File: config.mk
export PLATFORM = sky130hd
export DESIGN_NAME = des_block_encrypt
export DESIGN_NICKNAME = d
export VERILOG_FILES = /design/src/hw/rtl/des_pkg.sv /design/src/hw/rtl/des_key_sched.sv /design/src/hw/rtl/des_round.sv /design/src/hw/rtl/des_block_encrypt.sv
export SDC_FILE = /design/constraint.sdc
export NUM_CORES = 1
export LEC_CHECK = 0
export BUFFER_PORTS_ARGS = -buffer_cell sky130_fd_sc_hd__buf_2
export CAP_MARGIN = 10
export CORE_MARGIN = 10
export CORE_UTILIZATION = 45
export CTS_BUF_LIST = sky130_fd_sc_hd__clkbuf_16
export DETAILED_ROUTE_END_ITERATION = 12
export REMOVE_ABC_BUFFERS = 1
export SETUP_SLACK_MARGIN = 0.5
export SLEW_MARGIN = 20
export SYNTH_ARGS = -nofsm -noshare
export SYNTH_HDL_FRONTEND = slang
export SYNTH_HIERARCHICAL = 1
export SYNTH_SLANG_ARGS = --single-unit
File: constraint.sdc
create_clock -name clk -period 2.5 [get_ports clk]
set_input_delay 0.125 -clock clk [delete_from_list [all_inputs] [get_ports clk]]
set_output_delay 0.125 -clock clk [all_outputs]
set_load 0.1 [all_outputs]
File: src/hw/rtl/des_pkg.sv
// DES package: permutation tables, S-boxes, key rotation schedule and the
// combinational helpers built on them. No dependencies.
package des_pkg;

  // Left and right halves of the block as they move down the rounds
  typedef struct packed {
    logic [31:0] l;
    logic [31:0] r;
  } half_pair_t;

  typedef logic [47:0]       subkey_t;
  typedef logic [15:0][47:0] key_set_t;

  localparam int NUM_ROUNDS = 16;

  localparam logic [6:0] IP_TAB [64] = '{
    7'd58, 7'd50, 7'd42, 7'd34, 7'd26, 7'd18, 7'd10, 7'd2,
    7'd60, 7'd52, 7'd44, 7'd36, 7'd28, 7'd20, 7'd12, 7'd4,
    7'd62, 7'd54, 7'd46, 7'd38, 7'd30, 7'd22, 7'd14, 7'd6,
    7'd64, 7'd56, 7'd48, 7'd40, 7'd32, 7'd24, 7'd16, 7'd8,
    7'd57, 7'd49, 7'd41, 7'd33, 7'd25, 7'd17, 7'd9,  7'd1,
    7'd59, 7'd51, 7'd43, 7'd35, 7'd27, 7'd19, 7'd11, 7'd3,
    7'd61, 7'd53, 7'd45, 7'd37, 7'd29, 7'd21, 7'd13, 7'd5,
    7'd63, 7'd55, 7'd47, 7'd39, 7'd31, 7'd23, 7'd15, 7'd7
  };

  localparam logic [6:0] FP_TAB [64] = '{
    7'd40, 7'd8, 7'd48, 7'd16, 7'd56, 7'd24, 7'd64, 7'd32,
    7'd39, 7'd7, 7'd47, 7'd15, 7'd55, 7'd23, 7'd63, 7'd31,
    7'd38, 7'd6, 7'd46, 7'd14, 7'd54, 7'd22, 7'd62, 7'd30,
    7'd37, 7'd5, 7'd45, 7'd13, 7'd53, 7'd21, 7'd61, 7'd29,
    7'd36, 7'd4, 7'd44, 7'd12, 7'd52, 7'd20, 7'd60, 7'd28,
    7'd35, 7'd3, 7'd43, 7'd11, 7'd51, 7'd19, 7'd59, 7'd27,
    7'd34, 7'd2, 7'd42, 7'd10, 7'd50, 7'd18, 7'd58, 7'd26,
    7'd33, 7'd1, 7'd41, 7'd9,  7'd49, 7'd17, 7'd57, 7'd25
  };

  localparam logic [6:0] PC1_TAB [56] = '{
    7'd57, 7'd49, 7'd41, 7'd33, 7'd25, 7'd17, 7'd9,
    7'd1,  7'd58, 7'd50, 7'd42, 7'd34, 7'd26, 7'd18,
    7'd10, 7'd2,  7'd59, 7'd51, 7'd43, 7'd35, 7'd27,
    7'd19, 7'd11, 7'd3,  7'd60, 7'd52, 7'd44, 7'd36,
    7'd63, 7'd55, 7'd47, 7'd39, 7'd31, 7'd23, 7'd15,
    7'd7,  7'd62, 7'd54, 7'd46, 7'd38, 7'd30, 7'd22,
    7'd14, 7'd6,  7'd61, 7'd53, 7'd45, 7'd37, 7'd29,
    7'd21, 7'd13, 7'd5,  7'd28, 7'd20, 7'd12, 7'd4
  };

  localparam logic [6:0] PC2_TAB [48] = '{
    7'd14, 7'd17, 7'd11, 7'd24, 7'd1,  7'd5,
    7'd3,  7'd28, 7'd15, 7'd6,  7'd21, 7'd10,
    7'd23, 7'd19, 7'd12, 7'd4,  7'd26, 7'd8,
    7'd16, 7'd7,  7'd27, 7'd20, 7'd13, 7'd2,
    7'd41, 7'd52, 7'd31, 7'd37, 7'd47, 7'd55,
    7'd30, 7'd40, 7'd51, 7'd45, 7'd33, 7'd48,
    7'd44, 7'd49, 7'd39, 7'd56, 7'd34, 7'd53,
    7'd46, 7'd42, 7'd50, 7'd36, 7'd29, 7'd32
  };

  localparam logic [6:0] E_TAB [48] = '{
    7'd32, 7'd1,  7'd2,  7'd3,  7'd4,  7'd5,
    7'd4,  7'd5,  7'd6,  7'd7,  7'd8,  7'd9,
    7'd8,  7'd9,  7'd10, 7'd11, 7'd12, 7'd13,
    7'd12, 7'd13, 7'd14, 7'd15, 7'd16, 7'd17,
    7'd16, 7'd17, 7'd18, 7'd19, 7'd20, 7'd21,
    7'd20, 7'd21, 7'd22, 7'd23, 7'd24, 7'd25,
    7'd24, 7'd25, 7'd26, 7'd27, 7'd28, 7'd29,
    7'd28, 7'd29, 7'd30, 7'd31, 7'd32, 7'd1
  };

  localparam logic [6:0] P_TAB [32] = '{
    7'd16, 7'd7,  7'd20, 7'd21, 7'd29, 7'd12, 7'd28, 7'd17,
    7'd1,  7'd15, 7'd23, 7'd26, 7'd5,  7'd18, 7'd31, 7'd10,
    7'd2,  7'd8,  7'd24, 7'd14, 7'd32, 7'd27, 7'd3,  7'd9,
    7'd19, 7'd13, 7'd30, 7'd6,  7'd22, 7'd11, 7'd4,  7'd25
  };

  // Per-round left rotation of the C and D key halves
  localparam logic [1:0] ROT_TAB [16] = '{
    2'd1, 2'd1, 2'd2, 2'd2, 2'd2, 2'd2, 2'd2, 2'd2,
    2'd1, 2'd2, 2'd2, 2'd2, 2'd2, 2'd2, 2'd2, 2'd1
  };

  localparam logic [3:0] S_TAB [8][4][16] = '{
    '{'{4'd14, 4'd4, 4'd13, 4'd1, 4'd2, 4'd15, 4'd11, 4'd8,
        4'd3, 4'd10, 4'd6, 4'd12, 4'd5, 4'd9, 4'd0, 4'd7},
      '{4'd0, 4'd15, 4'd7, 4'd4, 4'd14, 4'd2, 4'd13, 4'd1,
        4'd10, 4'd6, 4'd12, 4'd11, 4'd9, 4'd5, 4'd3, 4'd8},
      '{4'd4, 4'd1, 4'd14, 4'd8, 4'd13, 4'd6, 4'd2, 4'd11,
        4'd15, 4'd12, 4'd9, 4'd7, 4'd3, 4'd10, 4'd5, 4'd0},
      '{4'd15, 4'd12, 4'd8, 4'd2, 4'd4, 4'd9, 4'd1, 4'd7,
        4'd5, 4'd11, 4'd3, 4'd14, 4'd10, 4'd0, 4'd6, 4'd13}},
    '{'{4'd15, 4'd1, 4'd8, 4'd14, 4'd6, 4'd11, 4'd3, 4'd4,
        4'd9, 4'd7, 4'd2, 4'd13, 4'd12, 4'd0, 4'd5, 4'd10},
      '{4'd3, 4'd13, 4'd4, 4'd7, 4'd15, 4'd2, 4'd8, 4'd14,
        4'd12, 4'd0, 4'd1, 4'd10, 4'd6, 4'd9, 4'd11, 4'd5},
      '{4'd0, 4'd14, 4'd7, 4'd11, 4'd10, 4'd4, 4'd13, 4'd1,
        4'd5, 4'd8, 4'd12, 4'd6, 4'd9, 4'd3, 4'd2, 4'd15},
      '{4'd13, 4'd8, 4'd10, 4'd1, 4'd3, 4'd15, 4'd4, 4'd2,
        4'd11, 4'd6, 4'd7, 4'd12, 4'd0, 4'd5, 4'd14, 4'd9}},
    '{'{4'd10, 4'd0, 4'd9, 4'd14, 4'd6, 4'd3, 4'd15, 4'd5,
        4'd1, 4'd13, 4'd12, 4'd7, 4'd11, 4'd4, 4'd2, 4'd8},
      '{4'd13, 4'd7, 4'd0, 4'd9, 4'd3, 4'd4, 4'd6, 4'd10,
        4'd2, 4'd8, 4'd5, 4'd14, 4'd12, 4'd11, 4'd15, 4'd1},
      '{4'd13, 4'd6, 4'd4, 4'd9, 4'd8, 4'd15, 4'd3, 4'd0,
        4'd11, 4'd1, 4'd2, 4'd12, 4'd5, 4'd10, 4'd14, 4'd7},
      '{4'd1, 4'd10, 4'd13, 4'd0, 4'd6, 4'd9, 4'd8, 4'd7,
        4'd4, 4'd15, 4'd14, 4'd3, 4'd11, 4'd5, 4'd2, 4'd12}},
    '{'{4'd7, 4'd13, 4'd14, 4'd3, 4'd0, 4'd6, 4'd9, 4'd10,
        4'd1, 4'd2, 4'd8, 4'd5, 4'd11, 4'd12, 4'd4, 4'd15},
      '{4'd13, 4'd8, 4'd11, 4'd5, 4'd6, 4'd15, 4'd0, 4'd3,
        4'd4, 4'd7, 4'd2, 4'd12, 4'd1, 4'd10, 4'd14, 4'd9},
      '{4'd10, 4'd6, 4'd9, 4'd0, 4'd12, 4'd11, 4'd7, 4'd13,
        4'd15, 4'd1, 4'd3, 4'd14, 4'd5, 4'd2, 4'd8, 4'd4},
      '{4'd3, 4'd15, 4'd0, 4'd6, 4'd10, 4'd1, 4'd13, 4'd8,
        4'd9, 4'd4, 4'd5, 4'd11, 4'd12, 4'd7, 4'd2, 4'd14}},
    '{'{4'd2, 4'd12, 4'd4, 4'd1, 4'd7, 4'd10, 4'd11, 4'd6,
        4'd8, 4'd5, 4'd3, 4'd15, 4'd13, 4'd0, 4'd14, 4'd9},
      '{4'd14, 4'd11, 4'd2, 4'd12, 4'd4, 4'd7, 4'd13, 4'd1,
        4'd5, 4'd0, 4'd15, 4'd10, 4'd3, 4'd9, 4'd8, 4'd6},
      '{4'd4, 4'd2, 4'd1, 4'd11, 4'd10, 4'd13, 4'd7, 4'd8,
        4'd15, 4'd9, 4'd12, 4'd5, 4'd6, 4'd3, 4'd0, 4'd14},
      '{4'd11, 4'd8, 4'd12, 4'd7, 4'd1, 4'd14, 4'd2, 4'd13,
        4'd6, 4'd15, 4'd0, 4'd9, 4'd10, 4'd4, 4'd5, 4'd3}},
    '{'{4'd12, 4'd1, 4'd10, 4'd15, 4'd9, 4'd2, 4'd6, 4'd8,
        4'd0, 4'd13, 4'd3, 4'd4, 4'd14, 4'd7, 4'd5, 4'd11},
      '{4'd10, 4'd15, 4'd4, 4'd2, 4'd7, 4'd12, 4'd9, 4'd5,
        4'd6, 4'd1, 4'd13, 4'd14, 4'd0, 4'd11, 4'd3, 4'd8},
      '{4'd9, 4'd14, 4'd15, 4'd5, 4'd2, 4'd8, 4'd12, 4'd3,
        4'd7, 4'd0, 4'd4, 4'd10, 4'd1, 4'd13, 4'd11, 4'd6},
      '{4'd4, 4'd3, 4'd2, 4'd12, 4'd9, 4'd5, 4'd15, 4'd10,
        4'd11, 4'd14, 4'd1, 4'd7, 4'd6, 4'd0, 4'd8, 4'd13}},
    '{'{4'd4, 4'd11, 4'd2, 4'd14, 4'd15, 4'd0, 4'd8, 4'd13,
        4'd3, 4'd12, 4'd9, 4'd7, 4'd5, 4'd10, 4'd6, 4'd1},
      '{4'd13, 4'd0, 4'd11, 4'd7, 4'd4, 4'd9, 4'd1, 4'd10,
        4'd14, 4'd3, 4'd5, 4'd12, 4'd2, 4'd15, 4'd8, 4'd6},
      '{4'd1, 4'd4, 4'd11, 4'd13, 4'd12, 4'd3, 4'd7, 4'd14,
        4'd10, 4'd15, 4'd6, 4'd8, 4'd0, 4'd5, 4'd9, 4'd2},
      '{4'd6, 4'd11, 4'd13, 4'd8, 4'd1, 4'd4, 4'd10, 4'd7,
        4'd9, 4'd5, 4'd0, 4'd15, 4'd14, 4'd2, 4'd3, 4'd12}},
    '{'{4'd13, 4'd2, 4'd8, 4'd4, 4'd6, 4'd15, 4'd11, 4'd1,
        4'd10, 4'd9, 4'd3, 4'd14, 4'd5, 4'd0, 4'd12, 4'd7},
      '{4'd1, 4'd15, 4'd13, 4'd8, 4'd10, 4'd3, 4'd7, 4'd4,
        4'd12, 4'd5, 4'd6, 4'd11, 4'd0, 4'd14, 4'd9, 4'd2},
      '{4'd7, 4'd11, 4'd4, 4'd1, 4'd9, 4'd12, 4'd14, 4'd2,
        4'd0, 4'd6, 4'd10, 4'd13, 4'd15, 4'd3, 4'd5, 4'd8},
      '{4'd2, 4'd1, 4'd14, 4'd7, 4'd4, 4'd10, 4'd8, 4'd13,
        4'd15, 4'd12, 4'd9, 4'd0, 4'd3, 4'd5, 4'd6, 4'd11}}
  };

  // Tables count bits from 1 at the MSB of the source word
  function automatic logic [63:0] perm_ip(logic [63:0] x);
    logic [63:0] r;
    for (int k = 0; k < 64; k++) begin
      r[63-k] = x[6'(64 - int'(IP_TAB[k]))];
    end
    return r;
  endfunction

  function automatic logic [63:0] perm_fp(logic [63:0] x);
    logic [63:0] r;
    for (int k = 0; k < 64; k++) begin
      r[63-k] = x[6'(64 - int'(FP_TAB[k]))];
    end
    return r;
  endfunction

  function automatic logic [55:0] perm_pc1(logic [63:0] x);
    logic [55:0] r;
    for (int k = 0; k < 56; k++) begin
      r[55-k] = x[6'(64 - int'(PC1_TAB[k]))];
    end
    return r;
  endfunction

  function automatic logic [47:0] perm_pc2(logic [55:0] x);
    logic [47:0] r;
    for (int k = 0; k < 48; k++) begin
      r[47-k] = x[6'(56 - int'(PC2_TAB[k]))];
    end
    return r;
  endfunction

  function automatic logic [47:0] perm_e(logic [31:0] x);
    logic [47:0] r;
    for (int k = 0; k < 48; k++) begin
      r[47-k] = x[5'(32 - int'(E_TAB[k]))];
    end
    return r;
  endfunction

  function automatic logic [31:0] perm_p(logic [31:0] x);
    logic [31:0] r;
    for (int k = 0; k < 32; k++) begin
      r[31-k] = x[5'(32 - int'(P_TAB[k]))];
    end
    return r;
  endfunction

  // Total rotation applied to C and D up to and including round rnd
  function automatic int rot_total(int rnd);
    int s;
    s = 0;
    for (int i = 0; i < NUM_ROUNDS; i++) begin
      if (i <= rnd) s = s + int'(ROT_TAB[i]);
    end
    return s;
  endfunction

  function automatic logic [27:0] rotl28(logic [27:0] v, int s);
    return (v << s) | (v >> (28 - s));
  endfunction

  // Round function: expand, mix key, substitute, permute
  function automatic logic [31:0] feistel(logic [31:0] r, subkey_t k);
    logic [47:0] x;
    logic [5:0]  b;
    logic [31:0] s;
    x = perm_e(r) ^ k;
    s = '0;
    for (int i = 0; i < 8; i++) begin
      b = x[47-6*i -: 6];
      s[31-4*i -: 4] = S_TAB[i][{b[5], b[0]}][b[4:1]];
    end
    return perm_p(s);
  endfunction

endpackage

File: src/hw/rtl/des_key_sched.sv
// DES key register and round key schedule (PC-1, rotations, PC-2).
// Depends on des_pkg.
module des_key_sched (
  input  logic              clk,
  input  logic              rst_n,
  input  logic              cfg_we,
  input  logic [63:0]       cfg_wdata,
  output des_pkg::key_set_t round_keys
);
  import des_pkg::*;

  logic [63:0] key_r;
  logic [63:0] key_nxt;
  logic [55:0] cd;

  // Take a new key on a write, hold otherwise
  always_comb begin
    key_nxt = cfg_we ? cfg_wdata : key_r;
  end

  always_ff @(posedge clk) begin
    if (!rst_n) begin
      key_r <= '0;
    end else begin
      key_r <= key_nxt;
    end
  end

  assign cd = perm_pc1(key_r);

  // Each round key is the PC-2 of C and D rotated by the running total
  for (genvar g = 0; g < NUM_ROUNDS; g++) begin : g_key
    assign round_keys[g] = perm_pc2({rotl28(cd[55:28], rot_total(g)),
                                     rotl28(cd[27:0], rot_total(g))});
  end

endmodule

File: src/hw/rtl/des_round.sv
// One registered Feistel round of the DES pipeline.
// Depends on des_pkg.
module des_round (
  input  logic                clk,
  input  logic                rst_n,
  input  logic                in_valid,
  input  des_pkg::half_pair_t in_data,
  input  des_pkg::subkey_t    round_key,
  output logic                out_valid,
  output des_pkg::half_pair_t out_data
);
  import des_pkg::*;

  logic       valid_r;
  half_pair_t data_r;
  half_pair_t data_nxt;

  // Swap halves and mix the round function into the new right half
  always_comb begin
    data_nxt.l = in_data.r;
    data_nxt.r = in_data.l ^ feistel(in_data.r, round_key);
  end

  always_ff @(posedge clk) begin
    if (!rst_n) begin
      valid_r <= 1'b0;
    end else begin
      valid_r <= in_valid;
    end
  end

  always_ff @(posedge clk) begin
    data_r <= data_nxt;
  end

  assign out_valid = valid_r;
  assign out_data  = data_r;

endmodule

File: src/hw/rtl/des_block_encrypt.sv
// DES block encryption top level: IP stage, sixteen round stages, FP stage.
// Depends on des_pkg, des_key_sched and des_round.
//
//   channel   ports                           handshake
//   input     in_plain_block                  start & ~busy
//   result    out_cipher_block                out_valid (one-cycle strobe)
//   config    cfg_wdata                       cfg_we
//
// One item enters per cycle; its result passes through one IP register,
// one register per round and one FP register.
// Reset clears the valid bits and the key to zero.
// busy stays low: every stage advances each cycle and the receiver cannot
// stall, so nothing is held back.
module des_block_encrypt (
  input  logic        clk,
  input  logic        rst_n,
  input  logic        start,
  output logic        busy,
  input  logic [63:0] in_plain_block,
  output logic        out_valid,
  output logic [63:0] out_cipher_block,
  input  logic        cfg_we,
  input  logic [63:0] cfg_wdata
);
  import des_pkg::*;

  key_set_t   round_keys;
  logic       stg_valid [NUM_ROUNDS+1];
  half_pair_t stg_data  [NUM_ROUNDS+1];

  logic       ip_valid_r;
  half_pair_t ip_data_r;
  logic       out_valid_r;
  logic [63:0] out_block_r;
  logic [63:0] out_block_nxt;

  assign busy = 1'b0;

  des_key_sched u_key_sched (
    .clk        (clk),
    .rst_n      (rst_n),
    .cfg_we     (cfg_we),
    .cfg_wdata  (cfg_wdata),
    .round_keys (round_keys)
  );

  // Initial permutation stage
  always_ff @(posedge clk) begin
    if (!rst_n) begin
      ip_valid_r <= 1'b0;
    end else begin
      ip_valid_r <= start & ~busy;
    end
  end

  always_ff @(posedge clk) begin
    ip_data_r <= perm_ip(in_plain_block);
  end

  assign stg_valid[0] = ip_valid_r;
  assign stg_data[0]  = ip_data_r;

  // Round stages
  for (genvar g = 0; g < NUM_ROUNDS; g++) begin : g_round
    des_round u_round (
      .clk       (clk),
      .rst_n     (rst_n),
      .in_valid  (stg_valid[g]),
      .in_data   (stg_data[g]),
      .round_key (round_keys[g]),
      .out_valid (stg_valid[g+1]),
      .out_data  (stg_data[g+1])
    );
  end

  // Swap halves and apply the inverse permutation
  assign out_block_nxt = perm_fp({stg_data[NUM_ROUNDS].r, stg_data[NUM_ROUNDS].l});

  always_ff @(posedge clk) begin
    if (!rst_n) begin
      out_valid_r <= 1'b0;
    end else begin
      out_valid_r <= stg_valid[NUM_ROUNDS];
    end
  end

  always_ff @(posedge clk) begin
    out_block_r <= out_block_nxt;
  end

  assign out_valid        = out_valid_r;
  assign out_cipher_block = out_block_r;

endmodule
==> metrics.md <==
| Metric | Value |
|---|---|
| GRT Resource Usage Total | 0.171 |
| Post-layout min period | 2140 ps |
| Worst R2R End | g_round[14].u_round/out_data[28] |
| Hold Path Class | in2reg |
| Multi-input logic area | 31,300 sq um |
| Die height | 322 um |
| CP max stage delay | 480 ps |
| Root buf cell | clkbuf_16 |
| Cell Pwr Density | 1140 nW/um^2 |
| Slew @ Worst Pin | 667 ps |
| Max-slew violations | 0 |
| # placed instances | 5,887 |
| Num CTS Buffers | 58 |
| Reg clk slew, reported paths | 50 ps |
| First-pass GRT wire length | 150,000 um |
| Drt first-iter violations | 2,131 |
| Final setup violation count | 0 |
| Final RePlAce weighted congestion | 0.948 |
| Initial Util | 0.455 |
| R2R Setup Slk | 360 ps |
| Drt pass-1 iters | 8 |
| Share of layout cells above drive strength 1 | 0.273 |
| # diodes | 0 |
| Lkg Pwr | 20.6 nW |
| Area Growth Syn to Fin | 21.2% |
| Kind of cell adding the most delay to the critical path | multiplexers |
| Slew headroom | 0.553 |
| Cell count along the critical path | 8 |
| CP endpoint | g_round[14].u_round/out_data[28] |
| Reg2Reg Depth | 8 |
| Peak VDD IR | 0.000716 V |
| Worst Setup SP | u_key_sched/key_r[1] |
| Startpoint types | flip-flop |
| # Max-Cap Violations | 0 |
| Initial antenna violation count | 0 |
| Routed vias/inst | 5.15 |
| FP Rows | 110 |
| Die area | 104,000 sq um |
| Io pins | 198 |
| Sequential cell area | 9050 sq um |
| Nets | 5,476 |
| Area after DPL | 41,700 sq um |
| Htree depth | 2 |
| GR Overflow Total | 0 |
| Syn. warnings | 6 |
| Crit path cell chain | buf_12 > xnor2_4 > buf_6 > ha_4 > buf_6 > mux4_2 > o221ai_2 > xor2_1 |
| Final cell count without fillers | 6,249 |
| Worst path required time | 3050 ps |
| Pin count of the biggest net entering global routing | 31 |
| Hpwl dp | 67,800 um |
| CTS Buffer Depth | 3 |
| ANT nets after route | 0 |
| Residual DRC count | 0 |
| Max Fclk | 468 MHz |
| Die Wd | 322 um |
| Clock Latency Late Sink | 640 ps |
| Mean Syn Cell Area | 8.88 sq um |
| Design Area, Final | 49,700 sq um |
| CP Class | reg2reg |
| Most frequent CP cell | buf_6 |
| Critical path fanouts, max | 4 |
| Skew final | 27.0 ps |
| Final Routed Wirelength | 95,600 um |
| Post-synthesis cell count | 4,622 |
| Area of the core | 90,300 sq um |
| Post-detailed-route wirelength per cell | 15.3 um |
| Buf+Inv Stages, Crit Path | 3 |
| TritonCTS clock tree | built |
| Arr. time, crit path | 2680 ps |
| Vias in the first global route | 29,700 |
| Fillers | 7,987 |
| Hold Vio Cnt, Final | 0 |
| Clock Sinks | 447 |
| RSZ-0062 raised after global routing | yes |
| Period Utilization, post-route | 0.854 |
| I/O Buffers | 63 |
| Slowest cell on the critical path | mux4_2 |
| Status | complete, no violations |
| Via count | 32,200 |
| Crit Reg-Reg Startpoint | u_key_sched/key_r[1] |
| CP endpoint kind | flip-flop |
| Syn Std Cell Area | 41,000 sq um |
[cell type report]
class                      instances  share of cell area
multi-input combinational       3700               0.629
inverter                         218              0.0173
clock inverter                    49             0.00855
timing repair buffer             601               0.105
tap                             1176              0.0296
sequential                       447               0.182
clock buffer                      58              0.0292
[report_power, final]
part           leakage (nW)  internal (mW)  switching, mW
Sequential             3.77           10.6           2.29
Clock                 0.943           4.77           3.44
Combinational          15.9           17.0           18.7
[how the worst min path moves through the flow]
stage                       startpoint               endpoint  slack (ps)  depth (start not counted)
detailed placement  in_plain_block[27]          ip_data_r[12]         230                          1
floorplan           in_plain_block[27]          ip_data_r[12]         150                          0
global placement    in_plain_block[27]          ip_data_r[12]         230                          1
CTS                             cfg_we  u_key_sched/key_r[18]          50                          3
global route                    cfg_we  u_key_sched/key_r[18]          80                          3
finish                          cfg_we  u_key_sched/key_r[18]         100                          3
[metal layers]
metal | track usage | vias up | routed length (um)
li1 | - | 16000 | -
met1 | 0.208 | 15100 | 39300
met2 | 0.304 | 926 | 47900
met3 | 0.0207 | 194 | 4540
met4 | 0.0671 | 0 | 3870
met5 | 0 | - | 0
[through the flow]
step	util	setup slack, ps	TNS, ps	power (mW)	hold slack (ps)
2_1_floorplan	-	-454	-9900	34.6	153
3_3_place_gp	0.462	71.6	0	42.1	227
4_1_cts	0.516	408	0	53.1	50.4
6_report	0.551	364	0	56.8	104
5_1_grt	0.551	269	0	61.0	78.1
3_5_place_dp	0.462	42.2	0	42.3	229
[registers in the layout, indices dropped and copies added, names as in the netlist]
| name | flops |
|---|---|
| out_cipher_block | 32 |
| out_valid | 1 |
| ip_data_r | 15 |
| g_round.u_round/out_valid | 16 |
| g_round.u_round/out_data | 370 |
| ip_valid_r | 1 |
| u_key_sched/key_r | 12 |
[cells in the final DEF (no fill, tap or decap), types with 44 or more instances in the layout]
master,count
dfxtp_1,406
nand2_1,394
conb_1,393
buf_4,380
xnor2_1,359
nor2_1,290
xor2_1,236
ha_1,224
inv_1,183
a21oi_1,181
o21ai_0,163
mux4_2,113
nand3_1,108
xnor2_2,84
buf_6,77
a211oi_1,77
o22ai_1,68
buf_2,63
o211ai_1,61
ha_4,61
clkbuf_16,60
nand2b_1,57
nor3_1,49
xor2_4,48
xor2_2,48
and2_1,46
dlygate4sd3_1,44
[tightest hold or removal path: stages]
cell     delay [ps]
buf_2           240
mux2i_1         200
nor2b_1          90
[repair_timing]
item                                   CTS  global route
setup endpoints to repair              123           145
setup buffers                          100           108
hold buffers                            45             0
endpoints found under the hold margin   42             0
cloned                                   0             3
resized for setup                      343           439
pin swaps                              103           214
Note: power is estimated with default switching activity, not from simulation.
